### src/assert_macros.svh
// Assertion macros used by the printf specifier parser core.
// Clocked on clk_i with the active-low reset rst_ni of the including module.
`ifndef ASSERT_MACROS_SVH
`define ASSERT_MACROS_SVH
`ifndef SYNTHESIS
`define SPP_ASSERT(lbl, prop, msg) \
  lbl: assert property (@(posedge clk_i) disable iff (!rst_ni) (prop)) else $error(msg);
`define SPP_ASSERT_NEVER(lbl, expr, msg) \
  `SPP_ASSERT(lbl, !(expr), msg)
`else
`define SPP_ASSERT(lbl, prop, msg)
`define SPP_ASSERT_NEVER(lbl, expr, msg)
`endif
`endif

### src/spp_pkg.sv
// Types, codes and character decode functions of the printf specifier parser.
// Has no dependencies; used by every module of the block.
`timescale 1ns / 1ps

package spp_pkg;

  // Parser phase.
  typedef enum logic [2:0] {
    PH_FLAGS = 3'd0,
    PH_WIDTH = 3'd1,
    PH_PREC  = 3'd2,
    PH_CONV  = 3'd3,
    PH_AFTH  = 3'd4,
    PH_AFTL  = 3'd5
  } phase_e;

  // Length modifier codes.
  localparam logic [2:0] LenNone = 3'd0;
  localparam logic [2:0] LenH    = 3'd1;
  localparam logic [2:0] LenHH   = 3'd2;
  localparam logic [2:0] LenL    = 3'd3;
  localparam logic [2:0] LenLL   = 3'd4;
  localparam logic [2:0] LenJ    = 3'd5;
  localparam logic [2:0] LenZ    = 3'd6;

  localparam int unsigned ResultBits = 45;
  localparam int unsigned TdataOutW  = 48;

  // One accepted input item.
  typedef struct packed {
    logic       first;
    logic [7:0] ch;
  } item_t;

  // One result item, first field in the highest bits.
  typedef struct packed {
    logic [3:0]  conversion;
    logic        precision_given;
    logic [15:0] precision_value;
    logic [15:0] field_width;
    logic [2:0]  length_mod;
    logic [4:0]  option_flags;
  } result_t;

  // Option flag bit for a character, zero if it is no flag.
  function automatic logic [4:0] flag_bit(input logic [7:0] c);
    logic [4:0] f;
    f = 5'b0;
    case (c)
      "0":     f = 5'b00001;
      "+":     f = 5'b00010;
      "-":     f = 5'b00100;
      " ":     f = 5'b01000;
      "#":     f = 5'b10000;
      default: f = 5'b0;
    endcase
    return f;
  endfunction

  // Conversion type code, zero for an unknown character.
  function automatic logic [3:0] conv_code(input logic [7:0] c);
    logic [3:0] k;
    k = 4'd0;
    case (c)
      "s":     k = 4'd1;
      "S":     k = 4'd2;
      "p":     k = 4'd3;
      "d":     k = 4'd4;
      "D":     k = 4'd5;
      "i":     k = 4'd6;
      "o":     k = 4'd7;
      "O":     k = 4'd8;
      "u":     k = 4'd9;
      "U":     k = 4'd10;
      "x":     k = 4'd11;
      "X":     k = 4'd12;
      "c":     k = 4'd13;
      "C":     k = 4'd14;
      default: k = 4'd0;
    endcase
    return k;
  endfunction

endpackage

### src/spp_in_reg.sv
// Input register of the printf specifier parser: holds one item for the core.
// Depends on spp_pkg.
`timescale 1ns / 1ps

module spp_in_reg (
  input  logic            clk_i,
  input  logic            rst_ni,
  input  logic            in_valid_i,
  output logic            in_ready_o,
  input  spp_pkg::item_t  in_item_i,
  input  logic            consume_i,
  output logic            valid_o,
  output spp_pkg::item_t  item_o
);

  logic           valid_d, valid_q;
  logic           load;
  spp_pkg::item_t item_q;

  // A new item may enter when the slot is empty or drains this cycle.
  assign in_ready_o = !valid_q || consume_i;
  assign load       = in_valid_i && in_ready_o;

  always_comb begin
    valid_d = valid_q;
    if (load) begin
      valid_d = 1'b1;
    end else if (consume_i) begin
      valid_d = 1'b0;
    end
  end

  always_ff @(posedge clk_i or negedge rst_ni) begin
    if (!rst_ni) begin
      valid_q <= 1'b0;
    end else begin
      valid_q <= valid_d;
    end
  end

  // Payload needs no reset.
  always_ff @(posedge clk_i) begin
    if (load) begin
      item_q <= in_item_i;
    end
  end

  assign valid_o = valid_q;
  assign item_o  = item_q;

endmodule

### src/spp_core.sv
// Specifier state and one-character step logic of the printf specifier parser.
// Depends on spp_pkg and assert_macros.svh.
`timescale 1ns / 1ps
`include "assert_macros.svh"

module spp_core #(
  parameter int unsigned NUMBER_BITS = 16
) (
  input  logic             clk_i,
  input  logic             rst_ni,
  input  spp_pkg::item_t   item_i,
  input  logic             step_i,
  output logic             emit_o,
  output spp_pkg::result_t result_o
);

  localparam int unsigned AccW = (NUMBER_BITS < 16) ? NUMBER_BITS : 16;
  localparam int unsigned SumW = AccW + 4;
  localparam logic [SumW-1:0] AccLimit = {4'b0, {AccW{1'b1}}};

  spp_pkg::phase_e phase_q, phase_d, ph;
  logic [4:0]      flags_q, flags_d, fl;
  logic [2:0]      len_q, len_d, ln;
  logic [AccW-1:0] wid_q, wid_d, wd;
  logic [AccW-1:0] prec_q, prec_d, pr;
  logic            dot_q, dot_d, dt;

  logic [7:0]      c;
  logic            is_digit, is_nz_digit;
  logic [3:0]      digit;
  logic [AccW-1:0] mac_in, mac_out;
  logic [SumW-1:0] mac_sum;
  logic [4:0]      fbit;

  logic            spec_clear, num_phase, pre_prec, wait_bad;

  assign c           = item_i.ch;
  assign is_digit    = (c >= "0") && (c <= "9");
  assign is_nz_digit = (c >= "1") && (c <= "9");
  assign digit       = c[3:0];
  assign fbit        = spp_pkg::flag_bit(c);

  // Effective state: a first character starts from a cleared specification.
  always_comb begin
    if (item_i.first) begin
      ph = spp_pkg::PH_FLAGS;
      fl = 5'b0;
      ln = spp_pkg::LenNone;
      wd = '0;
      pr = '0;
      dt = 1'b0;
    end else begin
      ph = phase_q;
      fl = flags_q;
      ln = len_q;
      wd = wid_q;
      pr = prec_q;
      dt = dot_q;
    end
  end

  // Times-ten accumulate with saturation; width and precision share it.
  assign mac_in  = (ph == spp_pkg::PH_PREC) ? pr :
                   (ph == spp_pkg::PH_WIDTH) ? wd : '0;
  assign mac_sum = {1'b0, mac_in, 3'b0} + {3'b0, mac_in, 1'b0} + {{AccW{1'b0}}, digit};
  assign mac_out = (mac_sum > AccLimit) ? {AccW{1'b1}} : mac_sum[AccW-1:0];

  // Next state and emit decision.
  always_comb begin
    phase_d = ph;
    flags_d = fl;
    len_d   = ln;
    wid_d   = wd;
    prec_d  = pr;
    dot_d   = dt;
    emit_o  = 1'b0;
    case (ph)
      spp_pkg::PH_FLAGS, spp_pkg::PH_WIDTH, spp_pkg::PH_PREC: begin
        if (ph == spp_pkg::PH_FLAGS && fbit != 5'b0) begin
          flags_d = fl | fbit;
        end else if (ph == spp_pkg::PH_FLAGS && is_nz_digit) begin
          wid_d   = mac_out;
          phase_d = spp_pkg::PH_WIDTH;
        end else if (ph == spp_pkg::PH_WIDTH && is_digit) begin
          wid_d = mac_out;
        end else if (ph == spp_pkg::PH_PREC && is_digit) begin
          prec_d = mac_out;
        end else if (ph != spp_pkg::PH_PREC && c == ".") begin
          dot_d   = 1'b1;
          prec_d  = '0;
          phase_d = spp_pkg::PH_PREC;
        end else if (c == "h") begin
          len_d   = spp_pkg::LenH;
          phase_d = spp_pkg::PH_AFTH;
        end else if (c == "l") begin
          len_d   = spp_pkg::LenL;
          phase_d = spp_pkg::PH_AFTL;
        end else if (c == "j") begin
          len_d   = spp_pkg::LenJ;
          phase_d = spp_pkg::PH_CONV;
        end else if (c == "z") begin
          len_d   = spp_pkg::LenZ;
          phase_d = spp_pkg::PH_CONV;
        end else begin
          emit_o = 1'b1;
        end
      end
      spp_pkg::PH_AFTH: begin
        if (c == "h") begin
          len_d   = spp_pkg::LenHH;
          phase_d = spp_pkg::PH_CONV;
        end else begin
          emit_o = 1'b1;
        end
      end
      spp_pkg::PH_AFTL: begin
        if (c == "l") begin
          len_d   = spp_pkg::LenLL;
          phase_d = spp_pkg::PH_CONV;
        end else begin
          emit_o = 1'b1;
        end
      end
      default: begin
        emit_o = 1'b1;
      end
    endcase
    // A result returns the specification to its reset state.
    if (emit_o) begin
      phase_d = spp_pkg::PH_FLAGS;
      flags_d = 5'b0;
      len_d   = spp_pkg::LenNone;
      wid_d   = '0;
      prec_d  = '0;
      dot_d   = 1'b0;
    end
  end

  // Result fields come from the state gathered before the conversion char.
  always_comb begin
    result_o.option_flags    = fl;
    result_o.length_mod      = ln;
    result_o.field_width     = 16'(wd);
    result_o.precision_value = 16'(pr);
    result_o.precision_given = dt;
    result_o.conversion      = spp_pkg::conv_code(c);
  end

  always_ff @(posedge clk_i or negedge rst_ni) begin
    if (!rst_ni) begin
      phase_q <= spp_pkg::PH_FLAGS;
      flags_q <= 5'b0;
      len_q   <= spp_pkg::LenNone;
      wid_q   <= '0;
      prec_q  <= '0;
      dot_q   <= 1'b0;
    end else if (step_i) begin
      phase_q <= phase_d;
      flags_q <= flags_d;
      len_q   <= len_d;
      wid_q   <= wid_d;
      prec_q  <= prec_d;
      dot_q   <= dot_d;
    end
  end

  // Conditions on the stored specification used by the checks below.
  assign spec_clear = (phase_q == spp_pkg::PH_FLAGS) && (wid_q == '0) && !dot_q;
  assign num_phase  = (phase_q == spp_pkg::PH_FLAGS) || (phase_q == spp_pkg::PH_WIDTH) ||
                      (phase_q == spp_pkg::PH_PREC);
  assign pre_prec   = (phase_q == spp_pkg::PH_FLAGS) || (phase_q == spp_pkg::PH_WIDTH);
  assign wait_bad   = ((phase_q == spp_pkg::PH_AFTH) && (len_q != spp_pkg::LenH)) ||
                      ((phase_q == spp_pkg::PH_AFTL) && (len_q != spp_pkg::LenL));

  // Consistency of the stored specification.
  `SPP_ASSERT(a_emit_clears, step_i && emit_o |=> spec_clear, "state not cleared after result")
  `SPP_ASSERT_NEVER(a_len_early, num_phase && len_q != spp_pkg::LenNone, "length set early")
  `SPP_ASSERT_NEVER(a_dot_early, pre_prec && dot_q, "dot seen in flags or width phase")
  `SPP_ASSERT_NEVER(a_len_wait, wait_bad, "pending modifier mismatch")

endmodule

### src/spp_out_reg.sv
// Output register of the printf specifier parser: holds one result item.
// Depends on spp_pkg.
`timescale 1ns / 1ps

module spp_out_reg (
  input  logic             clk_i,
  input  logic             rst_ni,
  input  logic             load_i,
  input  spp_pkg::result_t result_i,
  output logic             free_o,
  output logic             out_valid_o,
  input  logic             out_ready_i,
  output spp_pkg::result_t result_o
);

  logic             valid_d, valid_q;
  spp_pkg::result_t result_q;

  // The slot can take a result when empty or being emptied now.
  assign free_o = !valid_q || out_ready_i;

  always_comb begin
    valid_d = valid_q;
    if (load_i) begin
      valid_d = 1'b1;
    end else if (out_ready_i) begin
      valid_d = 1'b0;
    end
  end

  always_ff @(posedge clk_i or negedge rst_ni) begin
    if (!rst_ni) begin
      valid_q <= 1'b0;
    end else begin
      valid_q <= valid_d;
    end
  end

  always_ff @(posedge clk_i) begin
    if (load_i) begin
      result_q <= result_i;
    end
  end

  assign out_valid_o = valid_q;
  assign result_o    = result_q;

endmodule

### src/printf_spec_parser.sv
// Top level of the printf specifier parser: input register, step core, output register.
// Depends on spp_pkg, spp_in_reg, spp_core and spp_out_reg.
//
//   channel   direction  contents
//   s_axis    in         tdata: ch[7:0]; tuser: first
//   m_axis    out        tdata: flags, length, width, precision, given, conversion
//
// Each character is one core step; one item per cycle, unless the output stalls.
// A result is offered by the output register once its character has stepped the core.
// A character that yields a result waits in the input register while the
// output register is full and not being taken, and the input is not ready
// meanwhile; a character that yields no result never waits.
// Reset clears the handshake state and the specification.
`timescale 1ns / 1ps

module printf_spec_parser #(
  parameter int unsigned NUMBER_BITS = 16
) (
  input  logic        clk_i,
  input  logic        rst_ni,
  input  logic        s_axis_tvalid,
  output logic        s_axis_tready,
  input  logic [7:0]  s_axis_tdata,   // [7:0] ch
  input  logic        s_axis_tuser,   // [0] first
  output logic        m_axis_tvalid,
  input  logic        m_axis_tready,
  // [4:0] option_flags, [7:5] length_mod, [23:8] field_width,
  // [39:24] precision_value, [40] precision_given, [44:41] conversion, [47:45] zero
  output logic [47:0] m_axis_tdata
);

  spp_pkg::item_t   in_item, cur_item;
  spp_pkg::result_t step_res, out_res;
  logic             cur_valid, emit, out_free, step;

  assign in_item.ch    = s_axis_tdata;
  assign in_item.first = s_axis_tuser;

  // An item steps when it makes no result or the output slot can take it.
  assign step = cur_valid && (!emit || out_free);

  spp_in_reg u_in (
    .clk_i      (clk_i),
    .rst_ni     (rst_ni),
    .in_valid_i (s_axis_tvalid),
    .in_ready_o (s_axis_tready),
    .in_item_i  (in_item),
    .consume_i  (step),
    .valid_o    (cur_valid),
    .item_o     (cur_item)
  );

  spp_core #(
    .NUMBER_BITS (NUMBER_BITS)
  ) u_core (
    .clk_i    (clk_i),
    .rst_ni   (rst_ni),
    .item_i   (cur_item),
    .step_i   (step),
    .emit_o   (emit),
    .result_o (step_res)
  );

  spp_out_reg u_out (
    .clk_i       (clk_i),
    .rst_ni      (rst_ni),
    .load_i      (step && emit),
    .result_i    (step_res),
    .free_o      (out_free),
    .out_valid_o (m_axis_tvalid),
    .out_ready_i (m_axis_tready),
    .result_o    (out_res)
  );

  assign m_axis_tdata = {3'b0, out_res};

endmodule
### config.mk
export PLATFORM = sky130hd
export DESIGN_NAME = printf_spec_parser
export DESIGN_NICKNAME = d
export VERILOG_FILES = /design/src/spp_pkg.sv /design/src/spp_in_reg.sv /design/src/spp_core.sv /design/src/spp_out_reg.sv /design/src/printf_spec_parser.sv
export VERILOG_INCLUDE_DIRS = /design/src /design/src/src
export SDC_FILE = /design/constraint.sdc
export NUM_CORES = 1
export LEC_CHECK = 0
export ABC_AREA = 1
export BUFFER_PORTS_ARGS = -buffer_cell sky130_fd_sc_hd__clkbuf_2
export CORE_MARGIN = 3
export CORE_UTILIZATION = 55
export CTS_BUF_LIST = sky130_fd_sc_hd__clkbuf_8
export DETAILED_ROUTE_END_ITERATION = 10
export PLACE_DENSITY = 0.75
export REMOVE_ABC_BUFFERS = 1
export SYNTH_ARGS = -nofsm -noshare
export SYNTH_HDL_FRONTEND = slang
export SYNTH_SLANG_ARGS = --single-unit
### constraint.sdc
create_clock -name clk_i -period 6.2 [get_ports clk_i]
set_input_delay 0.31 -clock clk_i [delete_from_list [all_inputs] [get_ports clk_i]]
set_output_delay 0.31 -clock clk_i [all_outputs]
set_load 0.01 [all_outputs]
**Word-level counts from Yosys, hierarchy flattened**

Cells that the tools add are included.

- Add/sub/neg operators: 2
- Magnitude comparators: 4
- Eq/ne operators: 29
- Mux-type cells: 75
- Bitwise gates (word level): 1
- Reduce and logical (&&, ||, !) cells: 21

Operators by type and width:

| kind | count |
|---|---|
| $mux W16 | 17 |
| $eq A8 B7 Y1 const B | 18 |
| $mux W3 | 26 |
| $pmux W4 S14 | 1 |
| $eq A8 B6 Y1 const B | 6 |
| $pmux W5 S5 | 1 |
| $mux W1 | 23 |
| $add A19 B17 Y20 | 1 |
| $add A20 B4 Y20 | 1 |
| $gt A20 B16 Y1 const B | 1 |
| $mux W5 | 4 |
| $pmux W3 S3 | 2 |
| $ge A8 B6 Y1 const B | 2 |
| $logic_and A1 B1 Y1 | 10 |
| $le A8 B6 Y1 const B | 1 |
| $eq A3 B3 Y1 const B | 2 |
| $or A5 B5 Y5 | 1 |
| $reduce_bool A5 Y1 | 1 |
| $reduce_bool A2 Y1 | 2 |
| $eq A3 B1 Y1 const B | 1 |
| $eq A3 B2 Y1 const B | 1 |
| $logic_not A1 Y1 | 3 |
| $logic_not A3 Y1 | 1 |
| $logic_or A1 B1 Y1 | 3 |
| 3 further kinds | 3 |

- Register bits after elaboration: 100
- Bits of input ports: 13

**Longest topological paths before layout**

Gate-level depths: netlist of run 1.

- Word-level depth: 17
- Gate-level depth with buffers: 25

**Hierarchy**

Synthesis of run 1 repeated with hierarchy kept, for this count alone.

- Cell total of the unflattened synthesis: 876
- Area total of the unflattened synthesis: 6551.3 um2

By module, submodules not included:

| module | instances | cells an instance | area each (um2) | sequential area each (um2) |
|---|---|---|---|---|
| spp_core | 1 | 802 | 4788.3 | 1101.1 |
| spp_out_reg | 1 | 50 | 1396.3 | 1376.3 |
| spp_in_reg | 1 | 15 | 315.3 | 295.3 |
| printf_spec_parser | 1 | 9 | 51.3 | 0.0 |

**Worst setup path before layout of run 1**

OpenSTA, ideal clock, no wires.

- Path kind: register -> register
- Start: register u_in.item_q, in the netlist u_in.item_o[8]
- End: register u_core.prec_q[0]
- Library setup time: 116 ps
- Arrival: 3476 ps
- Data required time: 6084 ps
- Path slack: 2608 ps
- Cell stages (with the launch flop): 25
- Period minus slack after synthesis: 3592 ps
- Path through: edfxtp_1 -> buf_2 -> inv_2 -> clkbuf_1 -> nand2_1 -> o22ai_1 -> inv_1 -> fa_1 -> inv_1 -> fa_1 -> nand2_1 -> nand2_1 -> nand3_1 -> nand2_1 -> nand2_1 -> nand2_1 -> nand2_1 -> nand3_1 -> nor2_2 -> buf_2 -> nand4_1 -> nand2_1 -> nand2_1 -> nand2_1 -> nand2_1

- Word-level cells in the longest chain between the ends: 14
- Elaborated cells on any way between the ends: 37

RTL lines:

| what | line | RTL |
|---|---|---|
| start, declared | spp_in_reg.sv:18 | `spp_pkg::item_t item_q;` |
| start signal, assigned | spp_in_reg.sv:44 | `item_q <= in_item_i;` |
| $mux W3 | spp_core.sv:45 | `if (item_i.first) begin` |
| $eq A3 B1 Y1 | spp_core.sv:64, spp_core.sv:77, spp_core.sv:84 |  |
| $mux W16 | spp_core.sv:64 | `(ph == spp_pkg::PH_WIDTH) ? wd : '0;` |
| $mux W16 | spp_core.sv:63 | `assign mac_in = (ph == spp_pkg::PH_PREC) ? pr :` |
| $add A19 B17 Y20 | spp_core.sv:65 | `assign mac_sum = {1'b0, mac_in, 3'b0} + {3'b0, mac_in, 1'b0} + {{AccW{1'b0}}, digit};` |
| $add A20 B4 Y20 | spp_core.sv:65 |  |
| $gt A20 B16 Y1 | spp_core.sv:66 | `assign mac_out = (mac_sum > AccLimit) ? {AccW{1'b1}} : mac_sum[AccW-1:0];` |
| $mux W16 | spp_core.sv:66 |  |
| $mux W16 | spp_core.sv:86 | `end else if (ph == spp_pkg::PH_PREC && is_digit) begin` |
| $mux W16 | spp_core.sv:84 | `end else if (ph == spp_pkg::PH_WIDTH && is_digit) begin` |
| $mux W16 | spp_core.sv:81 | `end else if (ph == spp_pkg::PH_FLAGS && is_nz_digit) begin` |
| $mux W16 | spp_core.sv:79 | `if (ph == spp_pkg::PH_FLAGS && fbit != 5'b0) begin` |
| $mux W16 | spp_core.sv:77 | `case (ph)` |
| $mux W16 | spp_core.sv:129 | `if (emit_o) begin` |
| end signal, assigned | spp_core.sv:162 | `prec_q <= prec_d;` |
| end, declared | spp_core.sv:25 | `logic [AccW-1:0] prec_q, prec_d, pr;` |

Parallel ways exist; a longest one is shown, timed or not.
A chain may end at the register's enable or synchronous reset.

**Worst setup path in the final report of run 1**

- Start: register u_in.item_q, in the netlist u_in.item_o[8]
- End: register u_core.prec_q[2]

Same word-level chain as after synthesis.

==> summary.md, run 1 <==
| Metric | Value |
|---|---|
| Nets | `969` |
| Worst Setup End Kind | `register` |
| Via density per instance | `5.38` |
| Fmax | `around 0.21 GHz` |
| Gpl congestion | `0.943` |
| Startpoint types | `register` |
| Max IR drop VDD | `0.149 mV` |
| First-pass GRT wire length | `about 25 mm` |
| Total CTS buffers | `9` |
| Remaining antenna violation count | `0` |
| Req. time, crit path | `6480 ps` |
| Critical path type | `reg -> reg` |
| Post-CTS Setup Repair Bufs | `0` |
| Commonest cells post-synth | `nand2_1 (311), inv_1 (122), nor2_1 (93), nand3_1 (56), edfxtp_1 (54)` |
| Netlist cell types | `40` |
| Row Count | `38` |
| Share of the synthesized area in the top cell type | `25.1%` |
| Initial antenna violation count | `0` |
| Ant diodes | `0` |
| Die area | `0.0131 sq mm` |
| Avg WL per Cell | `14.4 microns` |
| TritonRoute pass-1 iters | `8` |
| Pwr dens | `206 mW/mm^2` |
| WL final | `15.4 mm` |
| Count of pins over their slew limit | `0` |
| Total vias in the final route | `about 5700` |
| Gate Count Post-Synth | `between 800 and 900` |
| CP dominant cell by count | `nand2_1` |
| Die extent in y | `114 microns` |
| Final cell count without fillers | `1068` |
| Mapped cell area | `0.00646 sq mm` |
| Hold Slack | `29.2 ps` |
| Share of synthesized registers carrying an async set or reset | `between 40 and 50%` |
| Die W | `114 microns` |
| H-tree levels | `3` |
| CTS tree | `done` |
| Final setup fails | `0` |
| Root buffer cell | `clkbuf_8` |
| Overall routing resource usage | `between 20% and 30%` |
| Final period util | `75.5%` |
| MaxCap Viol Count | `0` |
| Count leader, synth | `nand2_1` |
| Hold buffer count at cts | `0` |
| Synth area leader | `edfxtp_1` |
| Initial DRC count | `604` |
| Core ar. | `0.0112 sq mm` |
| Clk buf depth | `2` |
| Status | `completed` |
| Crit path time final | `approximately 4700 ps` |
| Fin. Hold Viols | `0` |
| DRC violations left | `0` |
| Skew final | `11.5 ps` |
| Largest net degree at the start of global routing | `47` |
| Crit path DAT | `4960 ps` |
| Yosys warns | `0` |
| Top_reg_cell synth | `edfxtp_1` |
| Vias in the first global route | `5255` |
| Skew-Pair Late Insertion Delay | `about 380 ps` |
| Seq cells post-synth | `100` |
| Input/output buffers | `59` |
| Measured slew at the worst slew-check pin | `roughly 990 ps` |
| HP Class | `in -> async` |
| Leakage power | `slightly above 0.004 uW` |
| Initial Utilization | `57.8%` |
| CP Cell Sequence | `inv_2 -> nand2_1 -> nor2_1 -> nand2_1 -> o22ai_1 -> inv_1 -> fa_1 -> inv_1 -> fa_1 -> nand2_1 -> nand2_1 -> nand3_1 -> nand2_1 -> nand2_1 -> nand2_1 -> nand2_1 -> nand3_1 -> nor2_2 -> nand2_1 -> o21ai_1 -> nand2_1 -> nand2_1 -> nand2_1` |
| Slowest stage delay, CP | `520 ps` |
| Detail Placement HPWL | `11.2 mm` |
| Inst Count DP | `1052` |
| Global route overflow | `0` |
| Clk slew on worst S/H paths | `~100 ps` |
| Io pins | `63` |
| Layout cells sized above 1 | `10.7%` |
| RSZ-0062 raised after global routing | `false` |
| Post-cts gate resize count | `0` |
| Layout filler cell count | `994` |
| CP max FO | `19` |
| Synthesized area per cell | `7.40 sq um` |
| Worst slew margin | `between 30% and 40%` |
| Register area share after synthesis | `42.9%` |
| EDFF count, synth | `54` |
| Setup TNS | `0 ps` |
| Largest cells by area after synthesis | `edfxtp_1 (25%), nand2_1 (18%), dfrtp_1 (18%), inv_1 (7.1%), ha_1 (6.0%)` |
| Clock sinks | `100` |
| Area Growth Syn to Fin | `8.75%` |
| Critical Path Slowest Stage Cell | `nor2_2` |
[cells by family after synthesis]
group                      count (synthesis)  share of synthesized area (%)
and+or+nand+nor                          493                           31.6
AOI/OAI and AO/OA                         80                           6.99
adders and majority gates                 33                           6.62
DFF                                      100                           42.9
xor gates and xnor gates                  12                           1.63
buffers and inverters                    154                           10.2
other                                      1                         0.0580
[flip-flops by register name (all words and copies together), names as in the netlist]
name	flops
u_out.result_o	45
u_core.prec_q	16
u_core.wid_q	16
u_in.item_o	9
u_core.flags_q	5
u_core.len_q	3
u_core.phase_q	3
u_core.dot_q	1
u_in.valid_o	1
u_out.out_valid_o	1
[critical path, delay by kind of cell (launching register included)]
family	cells	cell delay (ps)
compound gates	2	540
buf+inv	3	340
simple gates	16	2350
fa+ha+maj	2	950
flops	1	420
[cell type report]
class	instances	area [sq um]	share of cell area, %
Tap cell	140	175	2.49
Multi-Input combinational cell	621	3040	43.2
Sequential cell	100	2770	39.5
Timing Repair Buffer	64	333	4.74
Clock inverter	6	88.8	1.26
Inverter	127	482	6.85
Clock buffer	10	138	1.96
[report_power, final]
part / total, uW / switching (uW) / internal (uW)
clock network: 471 / 232 / 239
registers: 787 / 20.0 / 767
logic: 192 / 141 / 50.7
total: 1450 / 393 / 1060
[final timing paths]
kind	startpoint	to	slack, ps	depth (start not counted)
min	rst_ni	u_core.prec_q[10]	30	2
min in group clk_i	s_axis_tdata[2]	u_in.item_o[2]	100	1
max	u_in.item_o[8]	u_core.prec_q[2]	1520	23
max in group asynchronous	rst_ni	u_core.prec_q[4]	5740	2
min reg2reg	u_core.flags_q[1]	u_core.flags_q[1]	480	2
max reg2reg	u_in.item_o[8]	u_core.prec_q[2]	1520	23
[metal layers]
metal,global-route usage [%],up-vias,wire length [microns]
li1,-,2862,-
met1,37.0,2601,7240
met2,34.8,263,6420
met3,6.40,22,1510
met4,7.05,0,218
met5,0,-,0
[metrics by stage]
stage	power, uW	cell area [sq um]	setup slack [ps]	utilization, %
final	1450	7030	1520	62.9
after global routing	1510	7030	1010	62.9
after CTS	1460	7030	1570	62.9
after detailed placement	995	6800	1600	60.9
after global placement	991	6800	1730	60.9
after floorplan	906	6290	1860	-
[placed cells by master, fill, tap and decap left out, types with 2 or more instances in the layout]
master / netlist / final
edfxtp_1: 54 / 54
nor3_1: 11 / 11
o21ai_1: 4 / 4
fa_1: 2 / 2
nand4_1: 7 / 7
xor2_1: 4 / 4
o22ai_1: 17 / 17
nand3_1: 56 / 56
buf_4: 4 / 5
clkinv_4: 1 / 2
nand2_2: 4 / 4
conb_1: 1 / 3
a221oi_1: 2 / 2
nor2_1: 93 / 93
o21ai_0: 31 / 31
dfrtp_1: 46 / 46
ha_1: 31 / 31
nor2_4: 3 / 3
clkbuf_2: 0 / 59
o211ai_1: 2 / 2
a21oi_1: 18 / 18
inv_1: 122 / 122
xnor2_1: 8 / 8
clkbuf_8: 0 / 10
nor2_2: 3 / 3
bufinv_16: 0 / 2
inv_2: 4 / 5
nand2_1: 311 / 311
No activity file was read; power rests on OpenSTA's default activity.
==> inputs of run 2 (changes only) <==
==> constraint.sdc (replaced) <==
create_clock -name clk_i -period 4.86 [get_ports clk_i]
set_input_delay 0.243 -clock clk_i [delete_from_list [all_inputs] [get_ports clk_i]]
set_output_delay 0.243 -clock clk_i [all_outputs]
set_load 0.01 [all_outputs]
==> run 2 against run 1 <==
Effect of this change: total power up 27%; sequential cell count unchanged; wire length rose by 4.0%; hold slack got worse by 3.3 ps; register-to-register slack worse by 740 ps; critical path depth is 1 higher; die area stayed put; via count shrank 0.66%; cell count grew 0.28%.
==> summary.md, run 2 (synthesis results as in run 1) <==
| Metric | Value |
|---|---|
| Status | `completed` |
| Skew final | `12.6 ps (+1.10 ps)` |
| Startpoint types | `register` |
| Ant diodes | `0 (unchanged)` |
| Global route overflow | `0 (unchanged)` |
| Initial antenna violation count | `0 (unchanged)` |
| Worst flop-to-flop path endpoint | `u_core.prec_q[2]` |
| Worst hold path endpoint | `u_in.item_o[5]` |
| First-pass GRT wire length | `26.4 mm (+3.8%)` |
| Most common cell after layout, fill and taps aside | `nand2_1` |
| Io pins | `63 (unchanged)` |
| DRT met1 WL | `7.73 mm (+6.7%)` |
| Fmax | `0.245 GHz (+15%)` |
| CP Cell Sequence | `inv_2 -> nand2_1 -> nor2_1 -> nand2_1 -> buf_4 -> o22ai_1 -> inv_1 -> fa_1 -> inv_1 -> fa_1 -> nand2_1 -> nand2_1 -> nand3_1 -> nand2_1 -> nand2_1 -> nand2_1 -> nand2_1 -> nand2_1 -> nor2_4 -> nand2_1 -> o21ai_1 -> nand2_1 -> nand2_1 -> nand2_1` |
| Clock sinks | `100 (unchanged)` |
| Critical Path Slowest Stage Cell | `fa_1` |
| Commonest non-fill, non-tap cells in the layout | `nand2_1 (311), inv_1 (122), nor2_1 (93)` |
| Slowest stage delay, CP | `520 ps (about the same)` |
| CP max FO | `19 (unchanged)` |
| Wire length on met3 | `1.39 mm (-8.0%)` |
| Row Count | `38 (unchanged)` |
| Hold Slack | `25.9 ps (-3.31 ps)` |
| Input/output buffers | `59 (unchanged)` |
| Max layer used | `met4` |
| Worst Reg-to-Reg Cells | `24 (+4.3%)` |
| Initial Utilization | `57.8% (unchanged)` |
| HP Class | `in -> reg` |
| Avg WL per Cell | `14.9 microns (+3.7%)` |
| CP dominant cell by count | `nand2_1` |
| Critical path type | `reg -> reg` |
| Root buffer cell | `clkbuf_8` |
| Skew-Pair Late Insertion Delay | `400 ps (+20 ps)` |
| Initial DRC count | `548 (-9.3%)` |
| Clk slew on worst S/H paths | `100 ps (about the same)` |
| Count of pins over their slew limit | `0 (unchanged)` |
| Worst Setup End Kind | `register` |
| Core ar. | `0.0112 sq mm (unchanged)` |
| Post-CTS Setup Repair Bufs | `0 (unchanged)` |
| Via density per instance | `5.33 (-0.94%)` |
| Die W | `114 microns (unchanged)` |
| Max IR drop VDD | `0.273 mV (+83%)` |
| Measured slew at the worst slew-check pin | `953 ps (-36.8 ps)` |
| Pwr dens | `262 mW/mm^2 (+27%)` |
| Met2 WL | `6.68 mm (+4.0%)` |
| Die extent in y | `114 microns (unchanged)` |
| R2R Setup Slk | `780 ps (-740 ps)` |
| DRC violations left | `0 (unchanged)` |
| Die area | `0.0131 sq mm (unchanged)` |
| Largest net degree at the start of global routing | `47 (unchanged)` |
| H-tree levels | `3 (unchanged)` |
| Req. time, crit path | `5160 ps (-1320 ps)` |
| Total CTS buffers | `9 (unchanged)` |
| Hold Startpoint | `s_axis_tdata[5]` |
| Remaining antenna violation count | `0 (unchanged)` |
| Clk buf depth | `2 (unchanged)` |
| Worst slew margin | `36.4% (+2.5 points)` |
| Worst slack at placement | `834 ps (-765 ps)` |
| TritonRoute pass-1 iters | `5 (-3)` |
| MaxCap Viol Count | `0 (unchanged)` |
| Start of the worst register-to-register path | `u_in.item_o[8]` |
| Max reg flops | `45 (unchanged)` |
| Setup TNS | `0 ps (unchanged)` |
| Layout cells sized above 1 | `10.7% (+0.073 points)` |
| Nets | `972 (+0.31%)` |
| Hold Path Depth | `1` |
| Fin. Hold Viols | `0 (unchanged)` |
| Detail Placement HPWL | `11.7 mm (+4.2%)` |
| Final period util | `84.0% (+8.5 points)` |
| Overall routing resource usage | `25.8% (+1.3 points)` |
| Layout filler cell count | `1012 (+1.8%)` |
| Final WS setup | `776 ps (-743 ps)` |
| Vias in the first global route | `5145 (-2.1%)` |
| Leakage power | `0.00404 uW (+0.26%)` |
| Area Growth Syn to Fin | `8.94%` |
| Crit path time final | `4080 ps (-597 ps)` |
| Crit path DAT | `4380 ps (-580 ps)` |
| Total vias in the final route | `5710 (-0.66%)` |
| RSZ-0062 raised after global routing | `false` |
| WL final | `16.0 mm (+4.0%)` |
| CTS tree | `done` |
| Final setup fails | `0 (unchanged)` |
| Gpl congestion | `0.953 (+1.1%)` |
## run 2: how the worst max path moves through the flow
stage / start / to
6_report: u_in.item_o[8] / u_core.prec_q[2]
5_1_grt: u_in.item_o[8] / u_core.wid_q[2]
4_1_cts: u_in.item_o[8] / u_core.wid_q[3]
3_5_place_dp: u_in.item_o[8] / u_core.wid_q[3]
3_3_place_gp: u_in.item_o[8] / u_core.prec_q[3]
2_1_floorplan: u_in.item_o[8] / u_core.wid_q[1]
## run 2: metrics by stage
step | power [uW] | cells | utilization [%] | instance area, sq um
2_1_floorplan | 1160 | 848 | - | 6290
3_3_place_gp | 1270 | 1054 | 61.0 | 6820
3_5_place_dp | 1270 | 1054 | 61.0 | 6820
4_1_cts | 1860 | 1071 | 63.0 | 7040
5_1_grt | 1930 | 1071 | 63.0 | 7040
6_report | 1850 | 1071 | 63.0 | 7040
## run 2: repair_timing
item                                    4_1_cts  5_1_grt
endpoints found under the setup margin        0        0
resized for setup                             0        0
hold buffers                                  1        0
endpoints found under the hold margin        46        0
## run 2: metal layers
| layer | vias to the layer above | global-route usage (%) |
|---|---|---|
| met1 | 2591 | 40.2 |
| met3 | 19 | 6.24 |
| met2 | 224 | 36.1 |
| li1 | 2876 | - |
| met5 | - | 0 |
| met4 | 0 | 6.02 |
## run 2: worst max-delay path: cells and delay by family, from the launching register on
kind | cells | cell delay (ps)
flops | 1 | 410
compound gates | 2 | 360
buf+inv | 4 | 500
fa+ha+maj | 2 | 970
simple gates | 16 | 1760
## run 2: area by class of cell
cell class	count	area (sq um)	share of cell area (%)
timing repair buffer	67	358	5.08
clock inverter	7	90.1	1.28
inverter	127	482	6.84
sequential	100	2770	39.4
clock buffer	9	124	1.76
tap	140	175	2.49
multi-input combinational	621	3040	43.2
## run 2: power by group
part | switching [uW] | internal [uW] | leakage, uW
Combinational | 181 | 65.4 | 0.00276
Sequential | 26.5 | 979 | 0.00117
Clock | 306 | 288 | 0.000112
==> inputs of run 3 (changes only) <==
--- a/config.mk
+++ b/config.mk
@@ -12,7 +12,7 @@
 export CORE_UTILIZATION = 55
 export CTS_BUF_LIST = sky130_fd_sc_hd__clkbuf_8
 export DETAILED_ROUTE_END_ITERATION = 10
-export PLACE_DENSITY = 0.75
+export PLACE_DENSITY = 0.78
 export REMOVE_ABC_BUFFERS = 1
 export SYNTH_ARGS = -nofsm -noshare
 export SYNTH_HDL_FRONTEND = slang
==> constraint.sdc (replaced) <==
create_clock -name clk_i -period 3.4 [get_ports clk_i]
set_input_delay 0.17 -clock clk_i [delete_from_list [all_inputs] [get_ports clk_i]]
set_output_delay 0.17 -clock clk_i [all_outputs]
set_load 0.01 [all_outputs]
==> run 3 against run 2 <==
Effect of this change: the run now ends with negative setup slack left; critical path depth up 1; worst setup slack lost 850 ps; utilization up 12 points; sequential share of layout area down 6.1 points; critical path type unchanged; critical endpoint is now u_core.wid_q[11]; largest power group unchanged.
==> summary.md, run 3 (synthesis results as in run 1) <==
| Metric | Value |
|---|---|
| Worst flop-to-flop path endpoint | `u_core.wid_q[11]` |
| CP max FO | `6 (-13)` |
| Via density per instance | `5.51 (+3.4%)` |
| NetSw | `752 uW (+47%)` |
| Skew final | `13.6 ps (+1.01 ps)` |
| Initial antenna violation count | `0 (unchanged)` |
| MaxCap Viol Count | `0 (unchanged)` |
| Combinational share of power | `15.6% (+2.3 points)` |
| Commonest non-fill, non-tap cells in the layout | `nand2_1 (280), inv_1 (118), nor2_1 (87)` |
| Max IR drop VDD | `0.314 mV (+15%)` |
| Req. time, crit path | `3680 ps (-1480 ps)` |
| Worst Setup End Kind | `register` |
| Setup TNS | `-489 ps (-489 ps)` |
| Clk buf depth | `2 (unchanged)` |
| Detail Placement HPWL | `11.9 mm (+1.4%)` |
| First-pass GRT wire length | `28.1 mm (+6.3%)` |
| Clk slew on worst S/H paths | `90 ps (about the same)` |
| Input/output buffers | `59 (unchanged)` |
| Core ar. | `0.0112 sq mm (unchanged)` |
| Flop pwr share | `56.1% (+1.6 points)` |
| Fmax | `0.287 GHz (+17%)` |
| Internal power | `1800 uW (+35%)` |
| Failing checks | `negative setup slack` |
| Pwr dens | `307 mW/mm^2 (+17%)` |
| Final WS setup | `-78.8 ps (-855 ps)` |
| Die extent in y | `114 microns (unchanged)` |
| Placed instance area | `0.00726 sq mm (+6.5%)` |
| Worst slew margin | `47.7% (+11 points)` |
| Hold Slack | `63.9 ps (+38.0 ps)` |
| Net Sw Frac | `29.4% (+1.6 points)` |
| Nets | `1054 (+8.4%)` |
| Root buffer cell | `clkbuf_8` |
| Die W | `114 microns (unchanged)` |
| Start of the worst register-to-register path | `u_core.phase_q[0]` |
| Status | `finished, violations left` |
| Clock sinks | `100 (unchanged)` |
| Measured slew at the worst slew-check pin | `783 ps (-170 ps)` |
| End-of-flow core utilization | `74.6% (+12 points)` |
| Avg WL per Cell | `16.2 microns (+8.4%)` |
| H-tree levels | `3 (unchanged)` |
| Remaining antenna violation count | `0 (unchanged)` |
| CTS tree | `done` |
| Initial DRC count | `538 (-1.8%)` |
| Startpoint types | `register` |
| WL final | `18.7 mm (+17%)` |
| Layout cells sized above 1 | `26.7% (+16 points)` |
| Count of pins over their slew limit | `0 (unchanged)` |
| Crit path time final | `3480 ps (-605 ps)` |
| Worst hold path endpoint | `u_out.out_valid_o` |
| Global route overflow | `0 (unchanged)` |
| Max reg flops | `45 (unchanged)` |
| Total vias in the final route | `6357 (+11%)` |
| Worst Reg-to-Reg Cells | `25 (+4.2%)` |
| R2R Setup Slk | `-80 ps (-850 ps)` |
| HP Class | `in -> reg` |
| Total CTS buffers | `9 (unchanged)` |
| Most common cell after layout, fill and taps aside | `nand2_1` |
| Final period util | `102% (+18 points)` |
| Initial Utilization | `57.8% (unchanged)` |
| TritonRoute pass-1 iters | `6 (+1)` |
| Crit path DAT | `3760 ps (-620 ps)` |
| DRC violations left | `0 (unchanged)` |
| Row Count | `38 (unchanged)` |
| Leakage power | `0.00455 uW (+13%)` |
| Skew-Pair Late Insertion Delay | `400 ps (about the same)` |
| Overall routing resource usage | `27.4% (+1.6 points)` |
| RSZ-0062 raised after global routing | `true` |
| Hold Startpoint | `m_axis_tready` |
| Final setup fails | `15 (+15)` |
| Gpl congestion | `0.976 (+2.4%)` |
| Overall power | `2560 uW (+38%)` |
| Die area | `0.0131 sq mm (unchanged)` |
| Clock power frac | `28.3% (-3.9 points)` |
| Fin. Hold Viols | `0 (unchanged)` |
| Io pins | `63 (unchanged)` |
| Ant diodes | `0 (unchanged)` |
| Vias in the first global route | `5761 (+12%)` |
| Final instance area | `0.00833 sq mm (+18%)` |
| Hold Path Depth | `4 (+3)` |
| Area Growth Syn to Fin | `28.9%` |
| Critical path type | `reg -> reg` |
| Largest net degree at the start of global routing | `46 (-2.1%)` |
-- run 3: power groups by stage --
stage / registers [uW] / clock network (uW) / logic (uW)
after global routing: 1450 / 776 / 437
after global placement: 1460 / 0 / 372
final: 1430 / 723 / 399
after floorplan: 1510 / 0 / 141
after detailed placement: 1460 / 0 / 377
after CTS: 1430 / 731 / 389
-- run 3: repair_timing --
item / 4_1_cts / 5_1_grt
endpoints found under the setup margin: 32 / 32
pin swaps: 3 / 36
endpoints found under the hold margin: 30 / 0
gates cloned: 0 / 1
gates resized for setup: 21 / 119
buffers inserted: 7 / 7
hold buffers: 11 / 0
-- run 3: routing by layer --
layer,vias up,wire (microns),share of wire [%],GRT usage [%]
met3,85,1550,8.3,5.55
met1,2910,7570,41,35.9
met2,326,8790,47,45.4
met5,-,0,0,0
li1,3036,-,-,-
met4,0,769,4.1,9.58
-- run 3: how the worst max path moves through the flow --
stage,startpoint,endpoint,slack [ps]
2_1_floorplan,u_in.item_o[8],u_core.wid_q[1],-940
3_3_place_gp,u_in.item_o[8],u_core.prec_q[1],-20
3_5_place_dp,u_in.item_o[8],u_core.wid_q[1],-150
4_1_cts,u_in.item_o[8],u_core.prec_q[12],-5
5_1_grt,u_in.item_o[8],u_core.prec_q[9],-210
6_report,u_core.phase_q[0],u_core.wid_q[11],-80
-- run 3: worst max-delay path, cell delays in order, from the launching register on --
cell     delay [ps]
dfrtp_1         460
nand2_4         110
nor2_4           40
nand2_4         110
o22ai_4          90
buf_6           120
buf_4           120
buf_4           120
buf_4           120
buf_4           130
ha_4            150
ha_4            290
buf_4           120
nand2_2          60
nor2_1          150
nand3_2          80
nand2_2          80
nand2_1          50
nand2_1         110
nor2_1          100
nor2_4          130
buf_4           140
buf_6           120
nand4_1         140
nand3_1         130
nand2_1          70
-- run 3: final cells by class --
type | count | area (sq um)
Multi-Input combinational cell | 621 | 3630
Fill cell | 784 | 2840
Sequential cell | 100 | 2770
Timing Repair Buffer | 149 | 1090
Inverter | 127 | 482
Tap cell | 140 | 175
Clock buffer | 10 | 138
Clock inverter | 6 | 37.5
-- run 3: per-stage QoR --
stage | cells | setup slack (ps)
after global routing | 1153 | -214
after floorplan | 848 | -942
after detailed placement | 1111 | -150
after CTS | 1145 | -5.10
final | 1153 | -78.8
after global placement | 1111 | -17.7
